<file path="src/rtl/hcta_pkg.sv">
// hcta_pkg: shared widths, constants, codes and types of the history counter table
// used by every file of the block but hcta_ram; depends on nothing

package hcta_pkg;

	// field widths
	localparam int unsigned SCORE_W  = 17;
	localparam int unsigned FUNC_W   = 2;
	localparam int unsigned PIECE_W  = 4;
	localparam int unsigned SQUARE_W = 6;
	localparam int unsigned DEPTH_W  = 6;
	localparam int unsigned DSQ_W    = 2 * DEPTH_W;
	localparam int unsigned IDX_W    = PIECE_W + 2;

	// configuration port
	localparam int unsigned PADDR_W  = 3;
	localparam int unsigned PDATA_W  = 32;

	// constants
	localparam logic [SCORE_W-1:0]      ENTRY_MAX    = 17'h1FFFF;
	localparam logic [SCORE_W-1:0]      THRESH_RESET = 17'd100000;
	localparam logic signed [IDX_W-1:0] PIECE_OFFSET = 6'sd6;

	// register index, taken from paddr[2]
	localparam logic REG_AGE_THRESHOLD = 1'b0;

	// operation codes
	typedef enum logic [FUNC_W-1:0] {
		FUNC_UPDATE = 2'd0,
		FUNC_LOOKUP = 2'd1,
		FUNC_CLEAR  = 2'd2
	} func_t;

	// sequencer states
	typedef enum logic [2:0] {
		ST_CLEAR,
		ST_IDLE,
		ST_EXEC,
		ST_AGE,
		ST_AGE_LAST
	} state_t;

	// decoded request handed to the engine
	typedef struct packed {
		logic [FUNC_W-1:0]  func;
		logic               bad;
		logic [DEPTH_W-1:0] depth;
	} op_t;

	// result word from the engine
	typedef struct packed {
		logic [SCORE_W-1:0] score;
		logic               aged;
		logic               rejected;
	} rsp_t;

endpackage

</file>
<file path="src/rtl/hcta_eng.sv">
// hcta_eng: sequencer doing read-modify-write of one counter plus clear and aging sweeps
// depends on hcta_pkg; drives the ports of one hcta_ram

module hcta_eng #(
	parameter int unsigned DEPTH = 832,
	localparam int unsigned AW   = (DEPTH > 1) ? $clog2(DEPTH) : 1
) (
	input  logic                          clk,
	input  logic                          arst_n,
	input  logic                          start,
	input  hcta_pkg::op_t                 op,
	input  logic [AW-1:0]                 pos,
	input  logic [hcta_pkg::SCORE_W-1:0]  threshold,
	input  logic                          out_free,
	output logic                          idle,
	output logic                          done,
	output hcta_pkg::rsp_t                rsp,
	output logic                          we,
	output logic [AW-1:0]                 waddr,
	output logic [hcta_pkg::SCORE_W-1:0]  wdata,
	output logic                          re,
	output logic [AW-1:0]                 raddr,
	input  logic [hcta_pkg::SCORE_W-1:0]  rdata
);

	localparam logic [AW-1:0] LAST = AW'(DEPTH - 1);

	hcta_pkg::state_t             state_q, state_d;
	hcta_pkg::op_t                op_q;
	logic [AW-1:0]                pos_q;
	logic [AW-1:0]                cnt_q, cnt_d;
	logic [hcta_pkg::DSQ_W-1:0]   dsq;
	logic [hcta_pkg::SCORE_W:0]   sum;
	logic [hcta_pkg::SCORE_W-1:0] sat;
	logic                         over;

	// state and sweep counter
	always_ff @(posedge clk or negedge arst_n) begin
		if (!arst_n) begin
			state_q <= hcta_pkg::ST_CLEAR;
			cnt_q   <= '0;
		end else begin
			state_q <= state_d;
			cnt_q   <= cnt_d;
		end
	end

	// request held while the counter is read
	always_ff @(posedge clk) begin
		if (start) begin
			op_q  <= op;
			pos_q <= pos;
		end
	end

	// update arithmetic: add depth squared, saturate, compare with threshold
	assign dsq  = hcta_pkg::DSQ_W'(op_q.depth) * hcta_pkg::DSQ_W'(op_q.depth);
	assign sum  = {1'b0, rdata} + (hcta_pkg::SCORE_W + 1)'(dsq);
	assign sat  = sum[hcta_pkg::SCORE_W] ? hcta_pkg::ENTRY_MAX : sum[hcta_pkg::SCORE_W-1:0];
	assign over = (sat > threshold);

	assign idle = (state_q == hcta_pkg::ST_IDLE);

	// next state, memory access and result
	always_comb begin
		state_d = state_q;
		cnt_d   = cnt_q;
		done    = 1'b0;
		rsp     = '0;
		we      = 1'b0;
		waddr   = cnt_q;
		wdata   = '0;
		re      = 1'b0;
		raddr   = pos;
		case (state_q)
			hcta_pkg::ST_CLEAR: begin
				we    = 1'b1;
				waddr = cnt_q;
				wdata = '0;
				if (cnt_q == LAST) begin
					cnt_d   = '0;
					state_d = hcta_pkg::ST_IDLE;
				end else begin
					cnt_d = cnt_q + 1'b1;
				end
			end
			hcta_pkg::ST_IDLE: begin
				re    = start;
				raddr = pos;
				if (start) begin
					state_d = hcta_pkg::ST_EXEC;
				end
			end
			hcta_pkg::ST_EXEC: begin
				if (out_free) begin
					done    = 1'b1;
					state_d = hcta_pkg::ST_IDLE;
					cnt_d   = '0;
					case (op_q.func)
						hcta_pkg::FUNC_UPDATE: begin
							rsp.rejected = op_q.bad;
							if (!op_q.bad) begin
								we        = 1'b1;
								waddr     = pos_q;
								wdata     = sat;
								rsp.aged  = over;
								rsp.score = over ? (sat >> 1) : sat;
								if (over) begin
									state_d = hcta_pkg::ST_AGE;
								end
							end
						end
						hcta_pkg::FUNC_LOOKUP: begin
							rsp.rejected = op_q.bad;
							if (!op_q.bad) begin
								rsp.score = rdata;
							end
						end
						hcta_pkg::FUNC_CLEAR: begin
							state_d = hcta_pkg::ST_CLEAR;
						end
						default: begin
							rsp = '0;
						end
					endcase
				end
			end
			hcta_pkg::ST_AGE: begin
				// read entry n while writing back entry n-1 halved
				re    = 1'b1;
				raddr = cnt_q;
				if (cnt_q != '0) begin
					we    = 1'b1;
					waddr = cnt_q - 1'b1;
					wdata = rdata >> 1;
				end
				if (cnt_q == LAST) begin
					state_d = hcta_pkg::ST_AGE_LAST;
				end else begin
					cnt_d = cnt_q + 1'b1;
				end
			end
			hcta_pkg::ST_AGE_LAST: begin
				we      = 1'b1;
				waddr   = LAST;
				wdata   = rdata >> 1;
				cnt_d   = '0;
				state_d = hcta_pkg::ST_IDLE;
			end
			default: begin
				state_d = hcta_pkg::ST_IDLE;
			end
		endcase
	end

endmodule

</file>
<file path="config.mk">
export PLATFORM = sky130hd
export DESIGN_NAME = hcta_eng
export DESIGN_NICKNAME = d
export VERILOG_FILES = /design/src/rtl/hcta_pkg.sv /design/src/rtl/hcta_eng.sv
export SDC_FILE = /design/constraint.sdc
export NUM_CORES = 1
export LEC_CHECK = 0
export BUFFER_PORTS_ARGS = -buffer_cell sky130_fd_sc_hd__buf_2
export CORE_ASPECT_RATIO = 0.9
export CORE_MARGIN = 5
export CORE_UTILIZATION = 55
export CTS_BUF_LIST = sky130_fd_sc_hd__clkbuf_8
export CTS_CLUSTER_SIZE = 16
export DETAILED_ROUTE_END_ITERATION = 10
export PLACE_DENSITY_LB_ADDON = 0.05
export SLEW_MARGIN = 20
export SYNTH_ARGS = -nofsm -noshare
export SYNTH_HDL_FRONTEND = slang
export SYNTH_SLANG_ARGS = --single-unit
export TNS_END_PERCENT = 20
</file>
<file path="constraint.sdc">
create_clock -name clk -period 7.89 [get_ports clk]
set_input_delay 0.3945 -clock clk [delete_from_list [all_inputs] [get_ports clk]]
set_output_delay 0.3945 -clock clk [all_outputs]
set_load 0.01 [all_outputs]
</file>
==> flow_summary.yaml <==
clock_network:
  cts_buffers: 5
  h-tree-depth: 2
  cts.sinks: 32
  clk_latency_ps: 290
  path_clk_slew_ps: 70
  cts.path.max_buffers: 2
  cts_tree: "yes"
  clockRootBuffer: "clkbuf_8"
run:
  maxCapViolCount: 0
setup_path:
  critPathKind: "flop to output port"
  cp_max_fo: 14
  r2r-start: "op_q[0]"
  start_kind: "flop"
  worst_r2r_path_depth: 24
  regToRegEndpoint: "state_q[1]"
  critPathRequiredTime_ps: 7500
  cp.arrival_ps: 7120
  end_kind: "output port"
  worstSetupEndpoint: "rsp[13]"
  cp_slowest_cell: "fa_1"
  slowest_delay_ps: 540
  regToRegSetupSlack_ps: 1180
  critPathLaunch: "op_q[0]"
global_route:
  grt_pass1_vias: 4470
  antenna_found_initial: 0
  overflow: 0
  grt_pass1_wl_um: 22620
  grt_max_degree: 29
  groute.usage.overall_pct: 27.88
drt:
  wirelength_um: 14370
  post_drt_wl_per_cell_um: 18.52
  wl_met1_um: 6838
  post-route-drc-count: 0
  drt-vias-per-instance: 6.061
  top_layer: "met4"
  postRouteAntennaNets: 0
  drt_pre_antenna_iters: 5
  drt_iter0_drc: 426
  wl_met2_um: 5987
  vias: 4703
  met3_length_um: 1351
logic_synthesis:
  synth_flop_cell: "edfxtp_1"
  yosysTopAreaCell: "edfxtp_1"
  synth_compound_area_share_pct: 23.65
  synthAdderAreaFrac_pct: 17.54
  synth-seq-cells: 32
  synth_edf_count: 19
  synthArstFlopShare_pct: 40.63
  yosysWarnings: 0
  synth_cells: 580
  yosysUniqueCellTypes: 69
  synth.top_cell.area_share_pct: 12.50
  synthSimpleGateAreaFrac_pct: 22.31
  synthesis.nets: 692
  yosys-top-cells-area: "edfxtp_1 12%, ha_1 11%, dfrtp_1 7.1%, fa_1 6.6%, nand2_1 5.6%"
  avgSynthCellArea_um2: 7.872
  synth-seq-area-share_pct: 19.62
  netlist_area_um2: 4566
  post_synth_xor_area_fraction_pct: 4.001
  synth_top_family_by_area: "compound AO/OA/AOI/OAI gates"
  synthMuxAreaShare_pct: 4.056
sta:
  clock_skew_ps: 9.089
  tightest_slew_ps: 916.3
  tns_ps: 0
  setup_viol: 0
  rsz0062_at_grt: "no"
  timing.final.crit_share_pct: 95.25
  timing.slew.headroom_pct: 38.91
  slew_viol_final: 0
  min_period_ps: 7515
  clock.fmax_mhz: 133.1
  final_hold_viol_count: 0
placement:
  io_buffers: 116
  place_hpwl_um: 11280
  dpl_cell_area_um2: 5122
  gp_congestion: 0.9684
  dp_cells: 767
cells_and_area:
  final_nets: 788
  fin_cells: 776
  layout_common_cells: "116 x buf_2, 68 x nand2_1, 62 x inv_1"
  synthToLayoutAreaGrowth_pct: 14.55
  fin_area_um2: 5230
  multi_input_comb_area_um2: 3272
  fillers: 720
  seq_area_um2: 895.9
  drive_above_1_share_pct: 23.34
  num_antenna_cells: 0
  layout_commonest_cell: "buf_2"
floorplanning:
  start_util_pct: 56.59
  rows: 31
  fp.dieW_um: 106.0
  pin_count: 117
  core-area_um2: 8068
  die_area_um2: 10230
  die_h_um: 96.44
power_and_ir_drop:
  p_leak_nw: 2.631
  irDropWorstVdd_mv: 0.1292
  p_per_area_nw_per_um2: 201.0
hold_path:
  hp-class: "input port to flop"
status:
  status: "finished, final reports clean"
-- sequential cells by signal, indices dropped and copies added, names as in the netlist --
signal and flops:
pos_q 10, cnt_q 10, op_q 9, state_q 3
-- worst min-delay path by stage --
stage,start,endpoint,slack (ps),cells past startpoint
final,op[3],op_q[3],280,1
after global routing,op[3],op_q[3],280,1
after CTS,op[3],op_q[3],280,1
after floorplan,arst_n,cnt_q[0],100,0
after global placement,arst_n,cnt_q[2],300,1
after detailed placement,arst_n,cnt_q[6],300,1
-- cells by family after synthesis --
kind of cell / count (synthesis)
and+or+nand+nor: 205
AOI/OAI and AO/OA: 158
buffers and inverters: 93
adders and majority gates: 55
DFF: 32
muxes: 17
xor gates and xnor gates: 20
-- final cells by class --
class	instances	area share, %
Clock buffer	6	1.579
Multi-Input combinational cell	455	62.56
Tap cell	99	2.368
Inverter	62	4.450
Timing Repair Buffer	120	11.72
Clock inverter	2	0.1914
Sequential cell	32	17.13
-- critical path, delay by kind of cell (launching register included) --
family / cells / cell delay (ps)
fa+ha+maj: 6 / 2760
flops: 1 / 490
simple gates: 6 / 1450
compound gates: 8 / 1710
buf+inv: 5 / 410
-- stage by stage --
step / worst slack (ps) / util, % / total power [W] / hold slack [ps]
global placement: 778.8 / 63.49 / 0.0008943 / 304.2
detailed placement: 557.4 / 63.49 / 0.0008941 / 304.1
finish: 374.5 / 64.83 / 0.001051 / 283.7
global route: 51.53 / 64.83 / 0.001133 / 276.0
floorplan: 1540 / - / 0.0007328 / 98.91
CTS: 210.9 / 64.76 / 0.001035 / 280.5
-- synth_stat cells (all sizes together), types with 2 or more instances --
cell type,count
o21a,4
a211oi,7
ha,40
edfxtp,19
nand2,70
or2,3
nor3b,2
a22oi,9
a31oi,13
nor2,49
o21ai,43
a22o,17
nor2b,4
nand2b,8
buf,15
or3,2
and4,3
a21oi,29
nand4,6
a21o,10
mux2i,8
a221o,2
dfrtp,13
o221ai,2
or4,2
o211ai,4
xnor2,11
mux2,9
fa,15
nand3,11
nor3,13
xor2,9
clkbuf,16
and2,19
o21bai,4
and3,12
a31o,2
inv,62
-- where the power goes --
group	internal, W	switching [W]
combinational	0.000279	0.000444
clock	0.0000697	0.0000650
sequential	0.000187	0.00000631
-- per-layer routing --
layer,vias to the layer above,GRT usage [%]
met5,-,0
li1,2230,-
met4,0,6.472
met1,2197,41.81
met2,255,41.30
met3,21,5.581
-- repair_timing --
action,CTS,global route
gates resized for setup,0,1
endpoints found under the setup margin,0,13
buffers inserted,0,0
hold buffers,1,0
hold endpoints to repair,10,0
No activity file was read; power rests on OpenSTA's default activity.
