**config.mk**
```make
export PLATFORM = sky130hd
export DESIGN_NAME = hcta_cfg
export DESIGN_NICKNAME = d
export VERILOG_FILES = /design/src/rtl/hcta_pkg.sv /design/src/rtl/hcta_cfg.sv
export SDC_FILE = /design/constraint.sdc
export NUM_CORES = 1
export LEC_CHECK = 0
export ABC_AREA = 1
export BUFFER_PORTS_ARGS = -buffer_cell sky130_fd_sc_hd__buf_4
export CAP_MARGIN = 5
export CELL_PAD_IN_SITES_DETAIL_PLACEMENT = 1
export CELL_PAD_IN_SITES_GLOBAL_PLACEMENT = 1
export CORE_ASPECT_RATIO = 1.1
export CORE_MARGIN = 2
export CORE_UTILIZATION = 23
export DETAILED_ROUTE_END_ITERATION = 8
export PLACE_DENSITY = 0.77
export SLEW_MARGIN = 0
export SYNTH_ARGS = -nofsm -noshare
export SYNTH_HDL_FRONTEND = slang
export SYNTH_SLANG_ARGS = --single-unit
```
**constraint.sdc**
```tcl
create_clock -name clk -period 0.9 [get_ports clk]
set_clock_uncertainty 0.15 [all_clocks]
set_input_delay 0.09 -clock clk [delete_from_list [all_inputs] [get_ports clk]]
set_output_delay 0.09 -clock clk [all_outputs]
set_load 0.03 [all_outputs]
```
**src/rtl/hcta_pkg.sv**
```systemverilog
// hcta_pkg: shared widths, constants, codes and types of the history counter table
// used by every file of the block but hcta_ram; depends on nothing

package hcta_pkg;

	// field widths
	localparam int unsigned SCORE_W  = 17;
	localparam int unsigned FUNC_W   = 2;
	localparam int unsigned PIECE_W  = 4;
	localparam int unsigned SQUARE_W = 6;
	localparam int unsigned DEPTH_W  = 6;
	localparam int unsigned DSQ_W    = 2 * DEPTH_W;
	localparam int unsigned IDX_W    = PIECE_W + 2;

	// configuration port
	localparam int unsigned PADDR_W  = 3;
	localparam int unsigned PDATA_W  = 32;

	// constants
	localparam logic [SCORE_W-1:0]      ENTRY_MAX    = 17'h1FFFF;
	localparam logic [SCORE_W-1:0]      THRESH_RESET = 17'd100000;
	localparam logic signed [IDX_W-1:0] PIECE_OFFSET = 6'sd6;

	// register index, taken from paddr[2]
	localparam logic REG_AGE_THRESHOLD = 1'b0;

	// operation codes
	typedef enum logic [FUNC_W-1:0] {
		FUNC_UPDATE = 2'd0,
		FUNC_LOOKUP = 2'd1,
		FUNC_CLEAR  = 2'd2
	} func_t;

	// sequencer states
	typedef enum logic [2:0] {
		ST_CLEAR,
		ST_IDLE,
		ST_EXEC,
		ST_AGE,
		ST_AGE_LAST
	} state_t;

	// decoded request handed to the engine
	typedef struct packed {
		logic [FUNC_W-1:0]  func;
		logic               bad;
		logic [DEPTH_W-1:0] depth;
	} op_t;

	// result word from the engine
	typedef struct packed {
		logic [SCORE_W-1:0] score;
		logic               aged;
		logic               rejected;
	} rsp_t;

endpackage

```
**src/rtl/hcta_cfg.sv**
```systemverilog
// hcta_cfg: apb-style register file holding the aging threshold
// depends on hcta_pkg

module hcta_cfg (
	input  logic                          clk,
	input  logic                          arst_n,
	input  logic                          psel,
	input  logic                          penable,
	input  logic                          pwrite,
	input  logic [hcta_pkg::PADDR_W-1:0]  paddr,
	input  logic [hcta_pkg::PDATA_W-1:0]  pwdata,
	output logic [hcta_pkg::PDATA_W-1:0]  prdata,
	output logic                          pready,
	output logic [hcta_pkg::SCORE_W-1:0]  threshold
);

	logic [hcta_pkg::SCORE_W-1:0] thresh_q;
	logic                         hit;

	assign hit    = (paddr[2] == hcta_pkg::REG_AGE_THRESHOLD);
	assign pready = 1'b1;

	// threshold register, written in the access phase
	always_ff @(posedge clk or negedge arst_n) begin
		if (!arst_n) begin
			thresh_q <= hcta_pkg::THRESH_RESET;
		end else if (psel && penable && pwrite && hit) begin
			thresh_q <= pwdata[hcta_pkg::SCORE_W-1:0];
		end
	end

	// read back
	assign prdata = hit ? hcta_pkg::PDATA_W'(thresh_q) : '0;

	assign threshold = thresh_q;

endmodule

```
==> impl_metrics.env, run 1 <==
export IMPL_synth_top_area_cell="dfrtp_1"
export IMPL_fill_cells=471
export IMPL_grt_setup_unrepaired="true"
export IMPL_static_leakage_power_uw=0.00104
export IMPL_worstPathCellList="inv_2, nor2_4, buf_6"
export IMPL_violations="setup timing"
export IMPL_antenna_found_initial=0
export IMPL_yosys_warnings=0
export IMPL_worstSkewPairLatency_ns=0.25
export IMPL_fin_nets=252
export IMPL_path_clk_slew_ns=0.07
export IMPL_grt_pass1_wl_um=5060
export IMPL_drv_slew=0
export IMPL_area_growth_pct=102
export IMPL_ff2ff_path_depth=4
export IMPL_hold_violations=0
export IMPL_yosys_top_cells_area="dfrtp_1 (28%), dfstp_2 (16%), nand2_1 (13%)"
export IMPL_arrival_ns=1.06
export IMPL_yosysMostFrequentCell="nand2_1"
export IMPL_postLayoutSetupSlackWorst_ns=-0.405
export IMPL_min_period_ns=1.30
export IMPL_synth_seq_cells=17
export IMPL_status="complete, but fails checks"
export IMPL_hold_ws_ns=0.0944
export IMPL_synth_cell_type_count=13
export IMPL_syn_mean_instance_area_sq_um=7.56
export IMPL_seq_area_frac_synth_pct=44.0
export IMPL_die_area_sq_um=4820
export IMPL_crit_path_max_fanout=3
export IMPL_vias=1040
export IMPL_crit_path_end="prdata[16]"
export IMPL_peakVddDrop_mv=0.527
export IMPL_drive_above_1_share_pct=59.7
export IMPL_netlist_area_leader_share_pct=28.0
export IMPL_overflow=0
export IMPL_crit_required_ns=0.66
export IMPL_fmaxAchievable_ghz=0.766
export IMPL_power_density_nw_per_um2=1740
export IMPL_setup_tns_ns=-8.80
export IMPL_post_route_period_util_pct=145
export IMPL_drt_total_wl_um=3160
export IMPL_r2r_setup_slack_ns=-0.13
export IMPL_dpl_hpwl_um=2210
export IMPL_synth_cells=130
export IMPL_synth_edf_count=0
export IMPL_remaining_drc_errors=0
export IMPL_drtIter0Drc=18
export IMPL_core_sq_um=4020
export IMPL_cts_tree="yes"
export IMPL_utilization_pct=49.3
export IMPL_timing_rr_start="threshold[5]$_DFFE_PN1P_"
export IMPL_cts_num_sinks=17
export IMPL_register_area_sq_um=447
export IMPL_crit_path_max_incr_delay_ns=0.55
export IMPL_setup_violations_final=35
export IMPL_antenna_cells=0
export IMPL_synthesis_area_sq_um=983
export IMPL_cts_root_buf="clkbuf_8"
export IMPL_async_flop_share_pct=100
export IMPL_min_delay_path_class="in -> async"
export IMPL_cts_made_buffers=3
export IMPL_yosys_top_cells_count="nand2_1 (35), inv_1 (18), buf_4 (17), nand3_1 (17), nor2_1 (17)"
export IMPL_viasPerCell=3.95
export IMPL_post_drt_wl_per_cell_um=12.0
export IMPL_grt_usage_pct=13.8
export IMPL_initial_core_util_pct=24.4
export IMPL_grt_pass1_vias=1093
export IMPL_end_kind="primary output"
export IMPL_placed_area_sq_um=1600
export IMPL_clockBufferDepth=2
export IMPL_die_h_um=72.6
export IMPL_slowest_stage="dfstp_2"
export IMPL_cts_htree_levels=1
export IMPL_firstDrtPassIters=5
export IMPL_io_pins=90
export IMPL_die_width_um=66.3
export IMPL_grt_max_degree=18
export IMPL_fin_area_sq_um=1980
export IMPL_portBuffers=56
export IMPL_setup_worst_path_class="reg -> out"
export IMPL_startpoint_type="flop"
export IMPL_gp_congestion=0.755
export IMPL_ys_flop_type="dfrtp_1"
export IMPL_postRouteAntennaNets=0
export IMPL_rows=24
export IMPL_critPathLaunch="threshold[16]$_DFFE_PN1P_"
export IMPL_largest_reg_flops=17
export IMPL_multi_input_area_sq_um=512
export IMPL_maxCapViolations=0
export IMPL_reg2reg_to="threshold[5]$_DFFE_PN1P_"
## worst max-delay path, delay by kind of cell (launching register included)
kind,cells,cell delay (ns)
flops,1,0.55
buf+inv,2,0.18
simple gates,1,0.08
## layout by cell type, fill, tap and decap left out
| master | n |
|---|---|
| clkbuf_8 | 3 |
| clkbuf_1 | 1 |
| nand2_1 | 34 |
| dlygate4sd3_1 | 11 |
| nor2_8 | 1 |
| buf_6 | 33 |
| dfrtp_2 | 11 |
| dfstp_2 | 6 |
| nand2_2 | 1 |
| buf_4 | 31 |
| nand3_2 | 2 |
| inv_2 | 18 |
| conb_1 | 16 |
| nor2_4 | 17 |
| dlymetal6s4s_1 | 7 |
| inv_1 | 1 |
| buf_12 | 2 |
| nand3_1 | 15 |
| nand2_4 | 1 |
## kinds of logic (layout without fill, tap and decap cells)
kind of cell / count (synthesis) / in the layout / synth area share [%]
buffers and inverters: 40 / 107 / 23.5
and+or+nand+nor: 71 / 71 / 31.7
other: 2 / 16 / 0.764
DFF: 17 / 17 / 44.0
## area by class of cell
| cell class | instances | area share, % |
|---|---|---|
| Timing Repair Buffer | 84 | 42.5 |
| Multi-Input combinational cell | 87 | 25.8 |
| Sequential cell | 17 | 22.5 |
| Inverter | 19 | 3.60 |
| Tap cell | 52 | 3.28 |
| Clock buffer | 4 | 2.27 |
## what timing repair did
item	4_1_cts	5_1_grt
hold buffers	18	0
pin swaps	14	8
endpoints found under the setup margin	35	47
gates resized for setup	32	11
setup buffers	1	1
hold endpoints to repair	34	0
## how the worst min path moves through the flow
stage                                      endpoint  slack (ns)  cells past startpoint
after global placement    threshold[14]$_DFFE_PN0P_       -0.18                      1
after CTS                 threshold[11]$_DFFE_PN0P_         0.1                      2
after detailed placement  threshold[11]$_DFFE_PN0P_       -0.18                      1
final                      threshold[0]$_DFFE_PN0P_        0.09                      2
after floorplan            threshold[0]$_DFFE_PN0P_       -0.36                      0
after global routing       threshold[0]$_DFFE_PN0P_        0.12                      2
## through the flow
stage	setup slack [ns]	total power (uW)	std cells
2_1_floorplan	-0.221	2140	144
3_3_place_gp	-0.138	2610	240
6_report	-0.405	3450	263
5_1_grt	-0.446	3640	263
3_5_place_dp	-0.154	2650	240
4_1_cts	-0.397	3450	263
## power by group
| group | leakage, uW | total (uW) | internal (uW) | switching, uW |
|---|---|---|---|---|
| combinational | 0.000830 | 1760 | 745 | 1020 |
| sequential | 0.000187 | 1120 | 965 | 151 |
| clock | 0.0000228 | 568 | 314 | 254 |
## routing by layer
layer,wire [um],up-vias,GRT usage (%)
met1,1170,486,15.0
met4,35,0,4.76
met5,0,-,0
li1,-,512,-
met3,146,4,1.54
met2,1810,38,27.1
Power figures use the tool's default switching activity.
==> run 2: changes to the inputs <==
--- a/config.mk
+++ b/config.mk
@@ -15,6 +15,7 @@
 export CORE_UTILIZATION = 23
 export DETAILED_ROUTE_END_ITERATION = 8
 export PLACE_DENSITY = 0.77
+export SETUP_SLACK_MARGIN = 0.05
 export SLEW_MARGIN = 0
 export SYNTH_ARGS = -nofsm -noshare
 export SYNTH_HDL_FRONTEND = slang
==> run 2 against run 1 <==
Effect of this change:
- the flow finishes with violations (hold timing, setup timing)
- critical path depth unchanged
- count of clock-buffer cells in the layout down 1
- combinational power down 4%
- wire length down 6.1%
- final area down 7.7%
- sequential share of layout area up 1.9 points
- total power is 1.9% lower
- sequential power about the same
- critical path type unchanged
- largest cell class unchanged
==> impl_metrics.env, run 2 (synthesis results as in run 1) <==
export IMPL_grt_max_degree=18
export IMPL_path_clk_slew_ns=0.07
export IMPL_cts_htree_levels=1
export IMPL_worstSkewPairLatency_ns=0.25
export IMPL_startpoint_type="flop"
export IMPL_drt_total_wl_um=2970
export IMPL_gp_congestion=0.739
export IMPL_placed_area_sq_um=1580
export IMPL_remaining_drc_errors=0
export IMPL_viasPerCell=3.97
export IMPL_initial_core_util_pct=24.4
export IMPL_hold_ws_ns=-0.0823
export IMPL_worst_hold_path_num_cells=3
export IMPL_hold_violations=11
export IMPL_die_width_um=66.3
export IMPL_fmaxAchievable_ghz=0.771
export IMPL_status="complete, but fails checks"
export IMPL_antenna_found_initial=0
export IMPL_drtIter0Drc=32
export IMPL_area_growth_pct=86.0
export IMPL_violations="hold timing, setup timing"
export IMPL_core_sq_um=4020
export IMPL_arrival_ns=1.06
export IMPL_post_drt_wl_per_cell_um=11.8
export IMPL_cp_depth=3
export IMPL_power_frac_seq_pct=33.2
export IMPL_postLayoutSetupSlackWorst_ns=-0.397
export IMPL_p_int_uw=1970
export IMPL_drive_above_1_share_pct=62.3
export IMPL_firstDrtPassIters=4
export IMPL_vias=996
export IMPL_grt_pass1_vias=1056
export IMPL_cp_top_family="flip-flops"
export IMPL_postRouteAntennaNets=0
export IMPL_clockBufferDepth=2
export IMPL_cts_root_buf="clkbuf_8"
export IMPL_static_leakage_power_uw=0.000927
export IMPL_peakVddDrop_mv=0.479
export IMPL_setup_violations_final=35
export IMPL_cts_num_sinks=17
export IMPL_worstPathCellList="inv_2, nor2_4, buf_6"
export IMPL_power_uw=3380
export IMPL_crit_required_ns=0.66
export IMPL_grt_setup_unrepaired="true"
export IMPL_setup_worst_path_class="reg -> out"
export IMPL_min_delay_path_class="in -> reg"
export IMPL_clock_power_share_pct=16.8
export IMPL_antenna_cells=0
export IMPL_portBuffers=56
export IMPL_power_density_nw_per_um2=1850
export IMPL_maxCapViolations=0
export IMPL_pwr_share_comb_pct=50.0
export IMPL_overflow=0
export IMPL_drv_slew=0
export IMPL_fin_area_sq_um=1830
export IMPL_cts_tree="yes"
export IMPL_post_route_period_util_pct=144
export IMPL_setup_tns_ns=-8.86
export IMPL_grt_pass1_wl_um=4860
export IMPL_final_cell_mix="nand2_1 (34), buf_6 (34), buf_4 (30)"
export IMPL_fill_cells=475
export IMPL_io_pins=90
export IMPL_slowest_stage="dfstp_2"
export IMPL_die_area_sq_um=4820
export IMPL_ff2ff_path_depth=4
export IMPL_crit_path_max_incr_delay_ns=0.56
export IMPL_rows=24
export IMPL_power_switching_uw=1410
export IMPL_min_period_ns=1.30
export IMPL_cts_made_buffers=3
export IMPL_fin_nets=240
export IMPL_swShare_pct=41.8
export IMPL_end_kind="primary output"
export IMPL_crit_buf_inv=2
export IMPL_crit_path_max_fanout=2
export IMPL_die_h_um=72.6
export IMPL_largest_reg_flops=17
export IMPL_dpl_hpwl_um=2220
export IMPL_grt_usage_pct=13.3
export IMPL_cts_hold_fix_buffers=7
run 2: cell types whose count changed in the layout (fill, tap and decap cells not counted), sizes merged:
cell,before,now
clkinv,0,1
dlygate4sd3,11,7
buf,66,65
dlymetal6s4s,7,0
clkbuf,4,3
run 2: final cells by class:
class	instances	area, sq um	area share [%]
well taps	52	65.1	3.56
inverters	19	71.3	3.90
multi-input cells	87	502	27.4
clock buffers	3	41.3	2.26
repair buffers	72	698	38.2
clock inverters	1	5.00	0.274
flip-flops and latches	17	447	24.4
run 2: repair_timing:
item / 4_1_cts / 5_1_grt
endpoints found under the hold margin: 34 / 11
gates resized for setup: 31 / 4
buffers inserted: 0 / 1
setup endpoints to repair: 40 / 41
pin swaps: 11 / 4
run 2: power by group through the flow:
stage | Combinational, uW | Clock [uW] | Sequential, uW
after floorplan | 737 | 0 | 1400
after global placement | 1490 | 0 | 1110
after detailed placement | 1520 | 0 | 1120
after CTS | 1680 | 599 | 1120
after global routing | 1800 | 639 | 1150
final | 1690 | 569 | 1120
run 2: per-stage QoR:
stage / instances / setup slack (ns) / util, % / hold WS [ns]
6_report: 251 / -0.397 / 45.5 / -0.0823
5_1_grt: 251 / -0.444 / 45.5 / -0.0782
4_1_cts: 250 / -0.402 / 44.9 / -0.0870
3_5_place_dp: 239 / -0.162 / 39.1 / -0.176
3_3_place_gp: 239 / -0.140 / 39.1 / -0.180
2_1_floorplan: 144 / -0.221 / - / -0.356
run 2: final timing paths:
kind | start | end | slack, ns
worst max-delay path | threshold[5]$_DFFE_PN1P_ | prdata[5] | -0.40
worst min-delay path | pwdata[2] | threshold[2]$_DFFE_PN0P_ | -0.08
worst max register to register | threshold[5]$_DFFE_PN1P_ | threshold[5]$_DFFE_PN1P_ | -0.13
worst min register to register | threshold[10]$_DFFE_PN1P_ | threshold[10]$_DFFE_PN1P_ | 0.32
max in group asynchronous | arst_n | threshold[15]$_DFFE_PN1P_ | 0.23
min in group asynchronous | arst_n | threshold[3]$_DFFE_PN0P_ | 0.10
run 2: layer usage:
layer	track usage (%)	part of all wire (%)
met1	14.2	37
met2	25.6	57
met3	2.16	4.3
met4	5.44	1.1
met5	0	0
run 2: tightest hold or removal path: stages:
cell     delay (ns)
buf_4          0.08
nand3_1        0.06
nand2_1        0.06
==> run 3: changes to the inputs <==
==> constraint.sdc (replaced) <==
create_clock -name clk -period 0.9 [get_ports clk]
set_clock_uncertainty 0.15 [all_clocks]
set_input_delay 0.09 -clock clk [delete_from_list [all_inputs] [get_ports clk]]
set_output_delay 0.09 -clock clk [all_outputs]
set_load 0.05 [all_outputs]
==> run 3 against run 2 <==
Effect of this change:
- the flow still finishes with violations (hold timing, setup timing)
- via count grew 2.7%
- register-to-register slack is essentially flat
- non-clock buffer count grew 9
- count of clock-buffer cells in the layout is the same
- combinational power grew 44%
- wire length grew 10%
- global-route usage shrank 0.54 points
- die area is the same
- sequential power is essentially flat
- hold slack gained 0.0037 ns
- utilization grew 4.5 points
- highest routed layer unchanged
==> impl_metrics.env, run 3 (synthesis results as in run 1) <==
export IMPL_dpl_hpwl_um=2220
export IMPL_grt_setup_unrepaired="true"
export IMPL_firstDrtPassIters=2
export IMPL_initial_core_util_pct=24.4
export IMPL_antenna_found_initial=0
export IMPL_overflow=0
export IMPL_drtIter0Drc=30
export IMPL_cts_tree="yes"
export IMPL_setup_tns_ns=-10.25
export IMPL_reg2reg_to="threshold[16]$_DFFE_PN1P_"
export IMPL_fmaxAchievable_ghz=0.743
export IMPL_hold_ws_ns=-0.0786
export IMPL_viasPerCell=3.93
export IMPL_clock_power_share_pct=13.8
export IMPL_met2_usage_pct=27.0
export IMPL_slowest_stage="dfstp_2"
export IMPL_hold_violations=12
export IMPL_grt_pass1_wl_um=4670
export IMPL_power_density_nw_per_um2=2050
export IMPL_rows=24
export IMPL_cts_htree_levels=1
export IMPL_grt_util_met3_pct=2.01
export IMPL_path_clk_slew_ns=0.07
export IMPL_grt_pass1_vias=1015
export IMPL_dp_cells=240
export IMPL_power_frac_seq_pct=27.2
export IMPL_vias=1023
export IMPL_fin_nets=249
export IMPL_drv_slew=0
export IMPL_grt_max_degree=18
export IMPL_crit_path_max_fanout=3
export IMPL_die_width_um=66.3
export IMPL_peakVddDrop_mv=0.615
export IMPL_ff2ff_path_depth=4
export IMPL_min_period_ns=1.35
export IMPL_min_to="threshold[8]$_DFFE_PN0P_"
export IMPL_clockBufferDepth=2
export IMPL_drt_total_wl_um=3260
export IMPL_cts_hold_fix_buffers=6
export IMPL_grtUsageMet1_pct=12.3
export IMPL_setup_violations_final=39
export IMPL_static_leakage_power_uw=0.00101
export IMPL_worst_hold_path_num_cells=3
export IMPL_largest_reg_flops=17
export IMPL_postRouteAntennaNets=0
export IMPL_swShare_pct=46.4
export IMPL_min_delay_path_class="in -> reg"
export IMPL_post_route_period_util_pct=150
export IMPL_post_drt_wl_per_cell_um=12.6
export IMPL_status="complete, but fails checks"
export IMPL_final_cell_mix="buf_4 (31), nand2_1 (30), buf_6 (25)"
export IMPL_r2r_setup_slack_ns=-0.14
export IMPL_timing_rr_start="threshold[16]$_DFFE_PN1P_"
export IMPL_arrival_ns=1.11
export IMPL_worstPathCellList="inv_2, nor2_4, buf_8"
export IMPL_postLayoutSetupSlackWorst_ns=-0.446
export IMPL_die_area_sq_um=4820
export IMPL_final_common_cell="buf_4"
export IMPL_maxCapViolations=0
export IMPL_worstSkewPairLatency_ns=0.24
export IMPL_p_int_uw=2210
export IMPL_gp_congestion=0.699
export IMPL_setup_worst_path_class="reg -> out"
export IMPL_end_kind="primary output"
export IMPL_power_switching_uw=1910
export IMPL_antenna_cells=0
export IMPL_startpoint_type="flop"
export IMPL_stdcell_count=260
export IMPL_core_sq_um=4020
export IMPL_cts_root_buf="clkbuf_8"
export IMPL_pwr_share_comb_pct=59.0
export IMPL_cts_num_sinks=17
export IMPL_fin_area_sq_um=2010
export IMPL_remaining_drc_errors=0
export IMPL_area_growth_pct=104
export IMPL_hold_start="pwdata[8]"
export IMPL_portBuffers=56
export IMPL_placed_area_sq_um=1600
export IMPL_io_pins=90
export IMPL_crit_path_max_incr_delay_ns=0.56
export IMPL_die_h_um=72.6
export IMPL_crit_required_ns=0.66
export IMPL_grt_usage_pct=12.8
export IMPL_dp_slack_ns=-0.203
export IMPL_drive_above_1_share_pct=66.3
export IMPL_violations="hold timing, setup timing"
export IMPL_cts_made_buffers=3
export IMPL_grt_busiest_layer="met2"
[run 3: changes by cell type in the layout (fill, tap and decap cells not counted), sizes merged]
cell         change
buf             +10
dlygate4sd3      -1
[run 3: critical path: cells and delay by family, from the launching register on]
family	cells	cell delay (ns)
buf+inv	2	0.20
simple gates	1	0.10
flops	1	0.56
[run 3: repair_timing]
item	CTS	global route
setup endpoints to repair	40	41
buffers inserted	3	9
resized for setup	46	19
cloned	0	0
pin swaps	16	5
hold endpoints to repair	34	12
[run 3: layout make-up]
type                            instances  area [sq um]
Inverter                               19          71.3
Multi-Input combinational cell         87           512
Fill cell                             470          2010
Clock inverter                          1          5.00
Timing Repair Buffer                   81           870
Tap cell                               52          65.1
Clock buffer                            3          41.3
Sequential cell                        17           447
[run 3: routing by layer]
metal / wire, um / vias to the layer above
li1: - / 507
met1: 1060 / 480
met2: 2050 / 34
met3: 123 / 2
met4: 27 / 0
met5: 0 / -
[run 3: through the flow]
stage | total power (uW) | util (%)
finish | 4110 | 50.0
global route | 4310 | 50.0
detailed placement | 3060 | 39.6
CTS | 3940 | 47.1
floorplan | 2550 | -
global placement | 3030 | 39.6
[run 3: power groups by stage]
stage          Sequential (uW)  Combinational [uW]  Clock [uW]
2_1_floorplan             1620                 925           0
3_3_place_gp              1110                1920           0
3_5_place_dp              1110                1950           0
4_1_cts                   1120                2220         590
5_1_grt                   1150                2550         617
6_report                  1120                2430         570
[run 3: how the worst max path moves through the flow]
stage | depth (start not counted) | slack (ns) | start | to
4_1_cts | 3 | -0.43 | threshold[7]$_DFFE_PN1P_ | prdata[7]
3_5_place_dp | 3 | -0.20 | threshold[15]$_DFFE_PN1P_ | prdata[15]
5_1_grt | 3 | -0.48 | threshold[15]$_DFFE_PN1P_ | prdata[15]
3_3_place_gp | 3 | -0.18 | threshold[5]$_DFFE_PN1P_ | prdata[5]
2_1_floorplan | 2 | -0.39 | threshold[10]$_DFFE_PN1P_ | prdata[10]
6_report | 3 | -0.45 | threshold[7]$_DFFE_PN1P_ | prdata[7]
